===== src/design/fcpt_pkg.sv =====
// shared types, constants and the quarter-wave sine rom for the clarke/park transform core
// no dependencies; imported by fcpt_sincos and foc_clarke_park_transform_core
`timescale 1ns / 1ps

package fcpt_pkg;

   localparam int COMP_WIDTH  = 20;
   localparam int RES_WIDTH   = 21;
   localparam int ANGLE_WIDTH = 10;
   localparam int OP_WIDTH    = 2;
   localparam int COEF_WIDTH  = 16;
   localparam int TABLE_DEPTH = 256;
   localparam int IDX_WIDTH   = $clog2(TABLE_DEPTH);
   localparam int QUAD_WIDTH  = ANGLE_WIDTH - IDX_WIDTH;

   localparam int CLARKE_GAIN   = 2365;
   localparam int GAIN_WIDTH    = 13;
   localparam int PARK_SHIFT    = 12;
   localparam int IPARK_SHIFT   = 15;
   localparam int COEF_PRESHIFT = 3;

   localparam int PROD_WIDTH     = COMP_WIDTH + COEF_WIDTH;
   localparam int SUM_WIDTH      = PROD_WIDTH + 1;
   localparam int CLK_SUM_WIDTH  = COMP_WIDTH + 2;
   localparam int CLK_PROD_WIDTH = CLK_SUM_WIDTH + GAIN_WIDTH;

   typedef logic [OP_WIDTH-1:0]           op_type;
   typedef logic signed [COMP_WIDTH-1:0]  comp_type;
   typedef logic [ANGLE_WIDTH-1:0]        angle_type;
   typedef logic signed [RES_WIDTH-1:0]   res_type;
   typedef logic signed [COEF_WIDTH-1:0]  coef_type;
   typedef logic [TABLE_DEPTH-1:0][COEF_WIDTH-1:0] rom_type;

   localparam op_type OP_CLARKE = 2'd0;
   localparam op_type OP_PARK   = 2'd1;
   localparam op_type OP_IPARK  = 2'd2;

   localparam logic [63:0] PI_Q30 = 64'd3373259426;

   // restoring shift/subtract divide, only evaluated while building the rom
   function automatic logic [63:0] udiv64(logic [63:0] num, logic [63:0] den);
      logic [63:0] quo;
      logic [63:0] rem;
      quo = '0;
      rem = '0;
      for (int bit_pos = 63; bit_pos >= 0; bit_pos--) begin
         rem = {rem[62:0], num[bit_pos]};
         if (rem >= den) begin
            rem          = rem - den;
            quo[bit_pos] = 1'b1;
         end
      end
      return quo;
   endfunction

   // entry k = round(32768 * sin(k * pi / 512)), fixed-point taylor series
   function automatic rom_type build_sine_rom();
      rom_type     rom;
      logic [63:0] x;
      logic [63:0] x2;
      logic [63:0] sum;
      logic [63:0] term;
      logic [63:0] div;
      rom = '0;
      for (int n = 0; n < TABLE_DEPTH; n++) begin
         x    = (64'(n) * PI_Q30 + 64'd256) >> 9;
         x2   = (x * x) >> 30;
         sum  = x;
         term = x;
         for (int k = 1; k <= 8; k++) begin
            div  = 64'((2 * k) * (2 * k + 1));
            term = udiv64((term * x2) >> 30, div);
            if (k[0]) begin
               sum = sum - term;
            end else begin
               sum = sum + term;
            end
         end
         rom[n] = COEF_WIDTH'((sum * 64'd32768 + (64'd1 << 29)) >> 30);
      end
      return rom;
   endfunction

   localparam rom_type SINE_ROM = build_sine_rom();

endpackage


===== src/design/foc_clarke_park_transform_core.sv =====
// clarke, park and inverse park transform core, fully pipelined
// depends on fcpt_pkg and fcpt_sincos
`timescale 1ns / 1ps

// usage
//   request channel: drive req_op, req_comp_a, req_comp_b, req_angle and pulse
//   start; a request is taken at every rising edge with start high and busy low.
//   busy is always low, so a request may be issued in every cycle.
//   response channel: rsp_valid is high for exactly one cycle per request, with
//   rsp_res_a / rsp_res_b holding the transform result in that cycle.
//   ops: clarke (a passes through, beta from a and b), park current (q12 math
//   on preshifted sin/cos), inverse park voltage (q15 math); the unused op code
//   returns zeros. the angle is ignored for clarke.
//   throughput: one request per cycle through the four-stage pipe
//   (input register, coefficient lookup, multiply, add/shift/result register).
//   responses come out in request order, one per request.
//   reset (synchronous, active high) empties the pipe; requests in flight are
//   dropped and no response strobe follows. the sine rom is constant.
//   the receiver cannot stall: each response is shown for one cycle only.

module foc_clarke_park_transform_core (
   input  logic                clock,
   input  logic                reset,
   input  logic                start,
   output logic                busy,
   input  fcpt_pkg::op_type    req_op,
   input  fcpt_pkg::comp_type  req_comp_a,
   input  fcpt_pkg::comp_type  req_comp_b,
   input  fcpt_pkg::angle_type req_angle,
   output logic                rsp_valid,
   output fcpt_pkg::res_type   rsp_res_a,
   output fcpt_pkg::res_type   rsp_res_b
);
   import fcpt_pkg::*;

   // stage 1: request register
   logic      s1_valid_ff, s1_valid_in;
   op_type    s1_op_ff;
   comp_type  s1_a_ff;
   comp_type  s1_b_ff;
   angle_type s1_angle_ff;

   // stage 2: coefficients
   logic      s2_valid_ff, s2_valid_in;
   op_type    s2_op_ff;
   comp_type  s2_a_ff;
   comp_type  s2_b_ff;
   coef_type  s2_sin_ff, s2_sin_in;
   coef_type  s2_cos_ff, s2_cos_in;

   // stage 3: products
   logic                               s3_valid_ff, s3_valid_in;
   op_type                             s3_op_ff;
   comp_type                           s3_a_ff;
   logic signed [PROD_WIDTH-1:0]       s3_ca_ff, s3_ca_in;
   logic signed [PROD_WIDTH-1:0]       s3_sb_ff, s3_sb_in;
   logic signed [PROD_WIDTH-1:0]       s3_sa_ff, s3_sa_in;
   logic signed [PROD_WIDTH-1:0]       s3_cb_ff, s3_cb_in;
   logic signed [CLK_PROD_WIDTH-1:0]   s3_clk_ff, s3_clk_in;

   // stage 4: result register
   logic    rsp_valid_ff, rsp_valid_in;
   res_type rsp_a_ff, rsp_a_in;
   res_type rsp_b_ff, rsp_b_in;

   coef_type                          lut_sin;
   coef_type                          lut_cos;
   logic signed [CLK_SUM_WIDTH-1:0]   clk_sum;
   logic signed [GAIN_WIDTH-1:0]      clk_gain;
   logic signed [SUM_WIDTH-1:0]       sum_a;
   logic signed [SUM_WIDTH-1:0]       sum_b;
   logic signed [SUM_WIDTH-1:0]       park_a;
   logic signed [SUM_WIDTH-1:0]       park_b;
   logic signed [SUM_WIDTH-1:0]       ipark_a;
   logic signed [SUM_WIDTH-1:0]       ipark_b;
   logic signed [CLK_PROD_WIDTH-1:0]  clk_beta;

   // the pipe never stalls, so a request is taken every cycle
   assign busy = 1'b0;

   // ---------------- stage 1: capture request ----------------
   assign s1_valid_in = start & ~busy;

   always_ff @(posedge clock) begin
      if (reset) begin
         s1_valid_ff <= 1'b0;
      end else begin
         s1_valid_ff <= s1_valid_in;
      end
   end

   always_ff @(posedge clock) begin
      s1_op_ff    <= req_op;
      s1_a_ff     <= req_comp_a;
      s1_b_ff     <= req_comp_b;
      s1_angle_ff <= req_angle;
   end

   // ---------------- stage 2: sin/cos lookup ----------------
   fcpt_sincos u_sincos (
      .angle   (s1_angle_ff),
      .sin_q15 (lut_sin),
      .cos_q15 (lut_cos)
   );

   // park current works on coefficients brought down to q12
   always_comb begin
      s2_valid_in = s1_valid_ff;
      if (s1_op_ff == OP_PARK) begin
         s2_sin_in = lut_sin >>> COEF_PRESHIFT;
         s2_cos_in = lut_cos >>> COEF_PRESHIFT;
      end else begin
         s2_sin_in = lut_sin;
         s2_cos_in = lut_cos;
      end
   end

   always_ff @(posedge clock) begin
      if (reset) begin
         s2_valid_ff <= 1'b0;
      end else begin
         s2_valid_ff <= s2_valid_in;
      end
   end

   always_ff @(posedge clock) begin
      s2_op_ff  <= s1_op_ff;
      s2_a_ff   <= s1_a_ff;
      s2_b_ff   <= s1_b_ff;
      s2_sin_ff <= s2_sin_in;
      s2_cos_ff <= s2_cos_in;
   end

   // ---------------- stage 3: multipliers ----------------
   // clarke: (a + 2b) * gain, the 2b term is a plain left shift
   assign clk_gain = GAIN_WIDTH'(CLARKE_GAIN);
   assign clk_sum  = CLK_SUM_WIDTH'(s2_a_ff) + (CLK_SUM_WIDTH'(s2_b_ff) <<< 1);

   always_comb begin
      s3_valid_in = s2_valid_ff;
      s3_ca_in    = PROD_WIDTH'(s2_cos_ff) * PROD_WIDTH'(s2_a_ff);
      s3_sb_in    = PROD_WIDTH'(s2_sin_ff) * PROD_WIDTH'(s2_b_ff);
      s3_sa_in    = PROD_WIDTH'(s2_sin_ff) * PROD_WIDTH'(s2_a_ff);
      s3_cb_in    = PROD_WIDTH'(s2_cos_ff) * PROD_WIDTH'(s2_b_ff);
      s3_clk_in   = CLK_PROD_WIDTH'(clk_sum) * CLK_PROD_WIDTH'(clk_gain);
   end

   always_ff @(posedge clock) begin
      if (reset) begin
         s3_valid_ff <= 1'b0;
      end else begin
         s3_valid_ff <= s3_valid_in;
      end
   end

   always_ff @(posedge clock) begin
      s3_op_ff  <= s2_op_ff;
      s3_a_ff   <= s2_a_ff;
      s3_ca_ff  <= s3_ca_in;
      s3_sb_ff  <= s3_sb_in;
      s3_sa_ff  <= s3_sa_in;
      s3_cb_ff  <= s3_cb_in;
      s3_clk_ff <= s3_clk_in;
   end

   // ---------------- stage 4: sums, shifts, op select ----------------
   assign sum_a    = SUM_WIDTH'(s3_ca_ff) + SUM_WIDTH'(s3_sb_ff);
   assign sum_b    = SUM_WIDTH'(s3_sa_ff) - SUM_WIDTH'(s3_cb_ff);
   assign park_a   = sum_a >>> PARK_SHIFT;
   assign park_b   = sum_b >>> PARK_SHIFT;
   assign ipark_a  = sum_a >>> IPARK_SHIFT;
   assign ipark_b  = sum_b >>> IPARK_SHIFT;
   assign clk_beta = s3_clk_ff >>> PARK_SHIFT;

   // results are the low bits of the exact value
   always_comb begin
      rsp_valid_in = s3_valid_ff;
      unique case (s3_op_ff)
         OP_CLARKE: begin
            rsp_a_in = RES_WIDTH'(s3_a_ff);
            rsp_b_in = res_type'(clk_beta[RES_WIDTH-1:0]);
         end
         OP_PARK: begin
            rsp_a_in = res_type'(park_a[RES_WIDTH-1:0]);
            rsp_b_in = res_type'(park_b[RES_WIDTH-1:0]);
         end
         OP_IPARK: begin
            rsp_a_in = res_type'(ipark_a[RES_WIDTH-1:0]);
            rsp_b_in = res_type'(ipark_b[RES_WIDTH-1:0]);
         end
         default: begin
            // unused op code answers with zeros
            rsp_a_in = '0;
            rsp_b_in = '0;
         end
      endcase
   end

   always_ff @(posedge clock) begin
      if (reset) begin
         rsp_valid_ff <= 1'b0;
      end else begin
         rsp_valid_ff <= rsp_valid_in;
      end
   end

   always_ff @(posedge clock) begin
      rsp_a_ff <= rsp_a_in;
      rsp_b_ff <= rsp_b_in;
   end

   assign rsp_valid = rsp_valid_ff;
   assign rsp_res_a = rsp_a_ff;
   assign rsp_res_b = rsp_b_ff;

endmodule


===== src/design/fcpt_sincos.sv =====
// quadrant-mirrored sin/cos lookup from the quarter-wave rom
// depends on fcpt_pkg
`timescale 1ns / 1ps

module fcpt_sincos (
   input  fcpt_pkg::angle_type angle,
   output fcpt_pkg::coef_type  sin_q15,
   output fcpt_pkg::coef_type  cos_q15
);
   import fcpt_pkg::*;

   logic [IDX_WIDTH-1:0]  idx_i;
   logic [IDX_WIDTH-1:0]  idx_j;
   logic [QUAD_WIDTH-1:0] quad;
   coef_type              rom_i;
   coef_type              rom_j;

   assign idx_i = angle[IDX_WIDTH-1:0];
   assign idx_j = ~idx_i;   // mirrored index
   assign quad  = angle[ANGLE_WIDTH-1:IDX_WIDTH];
   assign rom_i = coef_type'(SINE_ROM[idx_i]);
   assign rom_j = coef_type'(SINE_ROM[idx_j]);

   always_comb begin
      unique case (quad)
         2'd0: begin
            sin_q15 = rom_i;
            cos_q15 = rom_j;
         end
         2'd1: begin
            sin_q15 = rom_j;
            cos_q15 = -rom_i;
         end
         2'd2: begin
            sin_q15 = -rom_i;
            cos_q15 = -rom_j;
         end
         default: begin
            sin_q15 = -rom_j;
            cos_q15 = rom_i;
         end
      endcase
   end

endmodule

===== config.mk =====
export PLATFORM = sky130hd
export DESIGN_NAME = foc_clarke_park_transform_core
export DESIGN_NICKNAME = d
export VERILOG_FILES = /design/src/design/fcpt_pkg.sv /design/src/design/foc_clarke_park_transform_core.sv /design/src/design/fcpt_sincos.sv
export SDC_FILE = /design/constraint.sdc
export NUM_CORES = 2
export LEC_CHECK = 0
export ABC_AREA = 1
export ABC_CLOCK_PERIOD_IN_PS = 16000
export BUFFER_PORTS_ARGS = -buffer_cell sky130_fd_sc_hd__buf_2
export CORE_UTILIZATION = 58
export CTS_BUF_LIST = sky130_fd_sc_hd__clkbuf_4
export DETAILED_ROUTE_END_ITERATION = 10
export PLACE_DENSITY = 0.79
export RECOVER_POWER = 100
export SETUP_SLACK_MARGIN = 0.15
export SLEW_MARGIN = 20
export SYNTH_ARGS = -nofsm -noshare
export SYNTH_HDL_FRONTEND = slang
export SYNTH_HIERARCHICAL = 1
export SYNTH_SLANG_ARGS = --single-unit

===== constraint.sdc =====
create_clock -name clock -period 16 [get_ports clock]
set_clock_uncertainty 0.05 [all_clocks]
set_input_delay 2.4 -clock clock [delete_from_list [all_inputs] [get_ports clock]]
set_output_delay 2.4 -clock clock [all_outputs]
set_load 0.05 [all_outputs]

Word-level counts from Yosys, hierarchy flattened --
Memory sizes are Yosys's and may differ from the RTL's. A register that Yosys moved wholly into a read port is not among the register bits. Cells that the tools add are included.
Operators by class: add/subtract/negate cells 5, $mul 5, order comparisons 2, equal/unequal tests 5, muxes and demuxes 8, bitwise logic cells 1, reductions and logical operators 2
Operators with widths (count):
- $mul 16x20->36 | 4
- $pmux 21 s3 | 2
- $pmux 16 s3 | 2
- $add 36x36->36 | 1
- $sub 36x36->36 | 1
- $mul 22x13->33 const B | 1
- $mux 16 | 2
- $neg 16->16 | 2
- $mux 15 | 2
- $add 20x21->22 | 1
- $lt 8x9->1 const B | 2
- $not 8->8 | 1
- $eq 2x1->1 const B | 3
- $eq 2x2->1 const B | 2
- $logic_not 2->1 | 2
Storage, ports and cells: bits in registers 371, memory bits (read-only) 8192, input bits 55, output and inout bits 44, logic and storage cells 52, memories 2
Memories:
- (no name shown) | words 256, width 16, rd ports 1, clocked after memory_dff 1, wr ports 0, RTL line fcpt_sincos.sv:21 | assign rom_i = coef_type'(SINE_ROM[idx_i]);
- (no name shown) | words 256, width 16, rd ports 1, clocked after memory_dff 0, wr ports 0, RTL line fcpt_sincos.sv:22 | assign rom_j = coef_type'(SINE_ROM[idx_j]);

Longest topological paths before layout --
word-level depth 6, depth in mapped cells 34, depth with buffers taken out 34

By module --
Netlist, hierarchy kept.
By module, submodules not included:
- foc_clarke_park_transform_core | times used 1, cells an instance 8575, area each 67994.0 um2, sequential area each 7186.9 um2
- fcpt_sincos | times used 1, cells an instance 1793, area each 8415.6 um2, sequential area each 0.0 um2

Least setup slack after synthesis --
No wires, ideal clock.
path kind reg-to-reg, start point reg s2_a_ff[2], end point reg s3_clk_ff[24], library setup time 0.072 ns, arrival 6.079 ns, data required time 15.878 ns, setup slack 9.799 ns, cell stages (with the launch flop) 28, buffers on the path 2, period minus slack after synthesis 6.201 ns, cell sequence dfxtp_1 -> clkbuf_1 -> clkbuf_1 -> inv_1 -> fa_1 -> o21bai_2 -> nand2_1 -> nand2_1 -> a21oi_1 -> xnor2_1 -> ha_1 -> fa_1 -> inv_1 -> fa_1 -> inv_1 -> fa_1 -> inv_1 -> fa_1 -> inv_1 -> ha_1 -> a21oi_1 -> o21ai_0 -> a21oi_1 -> o21ai_1 -> a21oi_1 -> nor2_1 -> nor2_1 -> xnor2_1
Between the ends: longest elaborated chain between the ends 2
Ends and longest elaborated chain:
- start: declaration | RTL line foc_clarke_park_transform_core.sv:46 | comp_type s2_a_ff;
- start signal: assignment | RTL line foc_clarke_park_transform_core.sv:128 | s2_a_ff <= s1_a_ff;
- $add 20x21->22 | RTL line foc_clarke_park_transform_core.sv:137 | assign clk_sum = CLK_SUM_WIDTH'(s2_a_ff) + (CLK_SUM_WIDTH'(s2_b_ff) <<< 1);
- $mul 22x13->33 | RTL line foc_clarke_park_transform_core.sv:145 | s3_clk_in = CLK_PROD_WIDTH'(clk_sum) * CLK_PROD_WIDTH'(clk_gain);
- net s3_clk_in[24] | RTL line foc_clarke_park_transform_core.sv:59 | logic signed [CLK_PROD_WIDTH-1:0] s3_clk_ff, s3_clk_in;
- end signal: assignment | RTL line foc_clarke_park_transform_core.sv:163 | s3_clk_ff <= s3_clk_in;
- end: declaration | RTL line foc_clarke_park_transform_core.sv:59
The timed path passes the listed nets, and every way through them passes these cells. A chain may end at the register's enable or synchronous reset.

Worst setup path in the final report --
start point reg s2_a_ff[0], end point reg s3_ca_ff[29]
Between the ends: longest elaborated chain between the ends 1
Ends and longest elaborated chain:
- $mul 16x20->36 | RTL line foc_clarke_park_transform_core.sv:141 | s3_ca_in = PROD_WIDTH'(s2_cos_ff) * PROD_WIDTH'(s2_a_ff);
- net s3_ca_in[29] | RTL line foc_clarke_park_transform_core.sv:55 | logic signed [PROD_WIDTH-1:0] s3_ca_ff, s3_ca_in;
- end signal: assignment | RTL line foc_clarke_park_transform_core.sv:159 | s3_ca_ff <= s3_ca_in;
- end: declaration | RTL line foc_clarke_park_transform_core.sv:55
The timed path passes the listed nets, and every way through them passes these cells.

==> results_dict.tcl <==
set metrics [dict create \
    status "complete, but fails checks" \
    violations "max-capacitance violations, max-slew violations" \
    grt_use_met3 0.103 \
    final_util 0.611 \
    antenna_found_initial 27 \
    ctsHoldBuffers 0 \
    critPathKind "reg -> reg" \
    gp_congestion 1.08 \
    place_ws_ns 9.03 \
    cts_made_buffers 106 \
    period_share 0.533 \
    seq_area_frac_synth 0.0941 \
    initial_utilization 0.587 \
    top_usage_layer "met2" \
    stdcell_area_sq_um 79600 \
    cts.clk_slew.worst_paths_ns 0.07 \
    dr.pass1.iters 9 \
    dr_total_vias 69247 \
    io_buffers 97 \
    dpl_cell_area_sq_um 78200 \
    maxClockFrequency_ghz 0.117 \
    grt_overflow 0 \
    htreeDepth 3 \
    setup_violations 0 \
    synth.cell_area_sq_um 76400 \
    ys_types 66 \
    final-seq-area_sq_um 7200 \
    die_h_um 365 \
    r2r_slack_ns 7.47 \
    ctsResizeCount 0 \
    grt_pass1_vias 71436 \
    drive_gt1_frac 0.0436 \
    die-area_sq_um 133000 \
    grt_pass1_wl_um 409000 \
    rsz0062_at_grt "false" \
    multi_input_area_sq_um 57500 \
    drv_cap 22 \
    netlist_instances 10368 \
    slew_headroom -0.956 \
    syn-num-nets 12357 \
    cp_slowest_cell "clkbuf_1" \
    cp-start-kind "flip-flop" \
    antenna_left 0 \
    setup_tns_ns 0 \
    synth_warnings 6 \
    synthArstFlopShare 0 \
    finalMaxSlewViolations 767 \
    synth-seq-cells 359 \
    finalHoldViolations 0 \
    clkLatencyLatePin_ns 1.17 \
    core_area_sq_um 130000 \
    synthFlopType "dfxtp_1" \
    critPathBufInv 5 \
    drc 0 \
    cts_tree "built" \
    n_fill_cell 11947 \
    grt_use_total 0.407 \
    cts.path.max_buffers 3 \
    arrival_ns 9.41 \
    worstPathMaxFanout 37 \
    cts.sinks 359 \
    cts_setup_buffers 0 \
    cpLargestDelayFamily "adder cells" \
    avgSynthCellArea_sq_um 7.37 \
    die_x_um 365 \
    crit_chain "clkbuf_1 > inv_1 > nand2_1 > fa_1 > fa_1 > inv_1 > fa_1 > inv_1 > fa_1 > fa_1 > fa_1 > inv_1 > ha_1 > nand2_1 > nor2_1 > nand4_1 > o21ai_0 > a21oi_1 > o21bai_1 > nand2_1 > nand3_1 > nand2_1" \
    io-pin-count 99 \
    mostFrequentLayoutCells "nand2_1 (2716), inv_1 (2634), fa_1 (1365)" \
    syn_to_final_growth_pct 4.12 \
    hpwl_um 207000 \
    drt_iter0_drc 7351 \
    drt_wl_total_um 265000 \
    grt_max_degree 94 \
    layout_commonest_cell "nand2_1" \
    grtUsageMet2 0.632 \
    grtUsageMet1 0.506 \
    synth_edf_count 0 \
    worst_path_most_repeated_cell "fa_1" \
    cts_root_buf "clkbuf_4" \
    setup_ws_ns 7.47 \
    via_per_inst 5.70 \
    cp.required_ns 16.89 \
    rows 132 \
    critPathMaxStageDelay_ns 2.00 \
    worstSetupEndpointType "flip-flop" \
    wire_per_inst_um 21.8 \
    tightest_slew_ns 2.93 \
    hp-class "reg -> reg" \
    fin_crit_ns 8.53 \
    final_nets 12291 \
]
routing by layer:
| metal | vias to the layer above | share of wire |
|---|---|---|
| met5 | - | 0.00054 |
| met4 | 20 | 0.074 |
| met3 | 1031 | 0.11 |
| met2 | 4088 | 0.44 |
| met1 | 33581 | 0.37 |
| li1 | 30527 | - |
final timing paths:
path / end / startpoint / cells past startpoint
setup / recovery: s3_ca_ff[29]$_DFF_P_ / s2_a_ff[0]$_DFF_P_ / 22
hold reg to reg: s2_b_ff[3]$_DFF_P_ / s1_b_ff[3]$_DFF_P_ / 0
setup reg to reg: s3_ca_ff[29]$_DFF_P_ / s2_a_ff[0]$_DFF_P_ / 22
hold / removal: s2_b_ff[3]$_DFF_P_ / s1_b_ff[3]$_DFF_P_ / 0
registers in the layout (all words and copies together) (netlist names), 20 cells and up:
| signal | count |
|---|---|
| s1_b_ff | 20 |
| s2_b_ff | 20 |
| s3_clk_ff | 22 |
| rsp_res_b | 21 |
| s1_a_ff | 20 |
| s3_ca_ff | 36 |
| s2_a_ff | 20 |
| s3_sb_ff | 36 |
| s3_cb_ff | 36 |
| s3_sa_ff | 36 |
| rsp_res_a | 21 |
cell type report:
cell class / count / share of cell area
Clock inverter: 55 / 0.00566
Sequential cell: 359 / 0.0905
Tap cell: 1742 / 0.0274
Multi-Input combinational cell: 6976 / 0.723
Timing Repair Buffer: 198 / 0.0140
Antenna cell: 30 / 0.000944
Clock buffer: 137 / 0.0129
Inverter: 2661 / 0.126
cells by family (layout without fill, tap and decap cells):
group	after synthesis	count (layout)	share of synthesized area
buffers and inverters	3033	3051	0.152
adder cells (fa/ha/maj)	1934	1934	0.451
AO/OA/AOI/OAI	835	835	0.0618
XOR/XNOR	214	214	0.0251
multiplexers	1	1	0.000131
AND/OR/NAND/NOR	3991	3991	0.216
flip-flops	359	359	0.0941
other	1	31	0.0000491
metrics by stage:
step                instances  hold slack, ns
CTS                     12128           0.224
floorplan               10368           0.260
global route            12149           0.247
finish                  12158           0.225
detailed placement      11936           0.262
global placement        11936           0.260
worst register-to-register path: stages, from the launching register on:
cell and delay, ns:
dfxtp_1 0.31, clkbuf_1 2.00, inv_1 0.30, nand2_1 0.28, fa_1 0.49, fa_1 0.50
inv_1 0.05, fa_1 0.47, inv_1 0.05, fa_1 0.50, fa_1 0.43, fa_1 0.51
inv_1 0.05, ha_1 0.40, nand2_1 0.21, nor2_1 0.22, nand4_1 0.10, o21ai_0 0.73
a21oi_1 0.24, o21bai_1 0.27, nand2_1 0.10, nand3_1 0.08, nand2_1 0.08
synth_stat cells, types with 30 or more instances:
master | count | area share
dfxtp_1 | 359 | 0.094
clkbuf_1 | 282 | 0.014
nand3_1 | 546 | 0.036
nand2_1 | 2714 | 0.13
nor2_1 | 474 | 0.023
a31oi_1 | 33 | 0.0027
xor2_1 | 125 | 0.014
o21bai_1 | 30 | 0.0029
inv_1 | 2634 | 0.13
a21oi_1 | 349 | 0.023
o21ai_1 | 47 | 0.0031
o21ai_0 | 238 | 0.016
ha_1 | 569 | 0.093
xnor2_1 | 85 | 0.0097
nand2_2 | 47 | 0.0038
nand4_1 | 71 | 0.0058
nor3_1 | 42 | 0.0028
buf_2 | 40 | 0.0026
fa_1 | 1365 | 0.36
a21o_1 | 30 | 0.0029
Power is left out: the tool's default activity adds up to more than one toggle a clock period on the data nets, which glitch-free logic cannot reach.
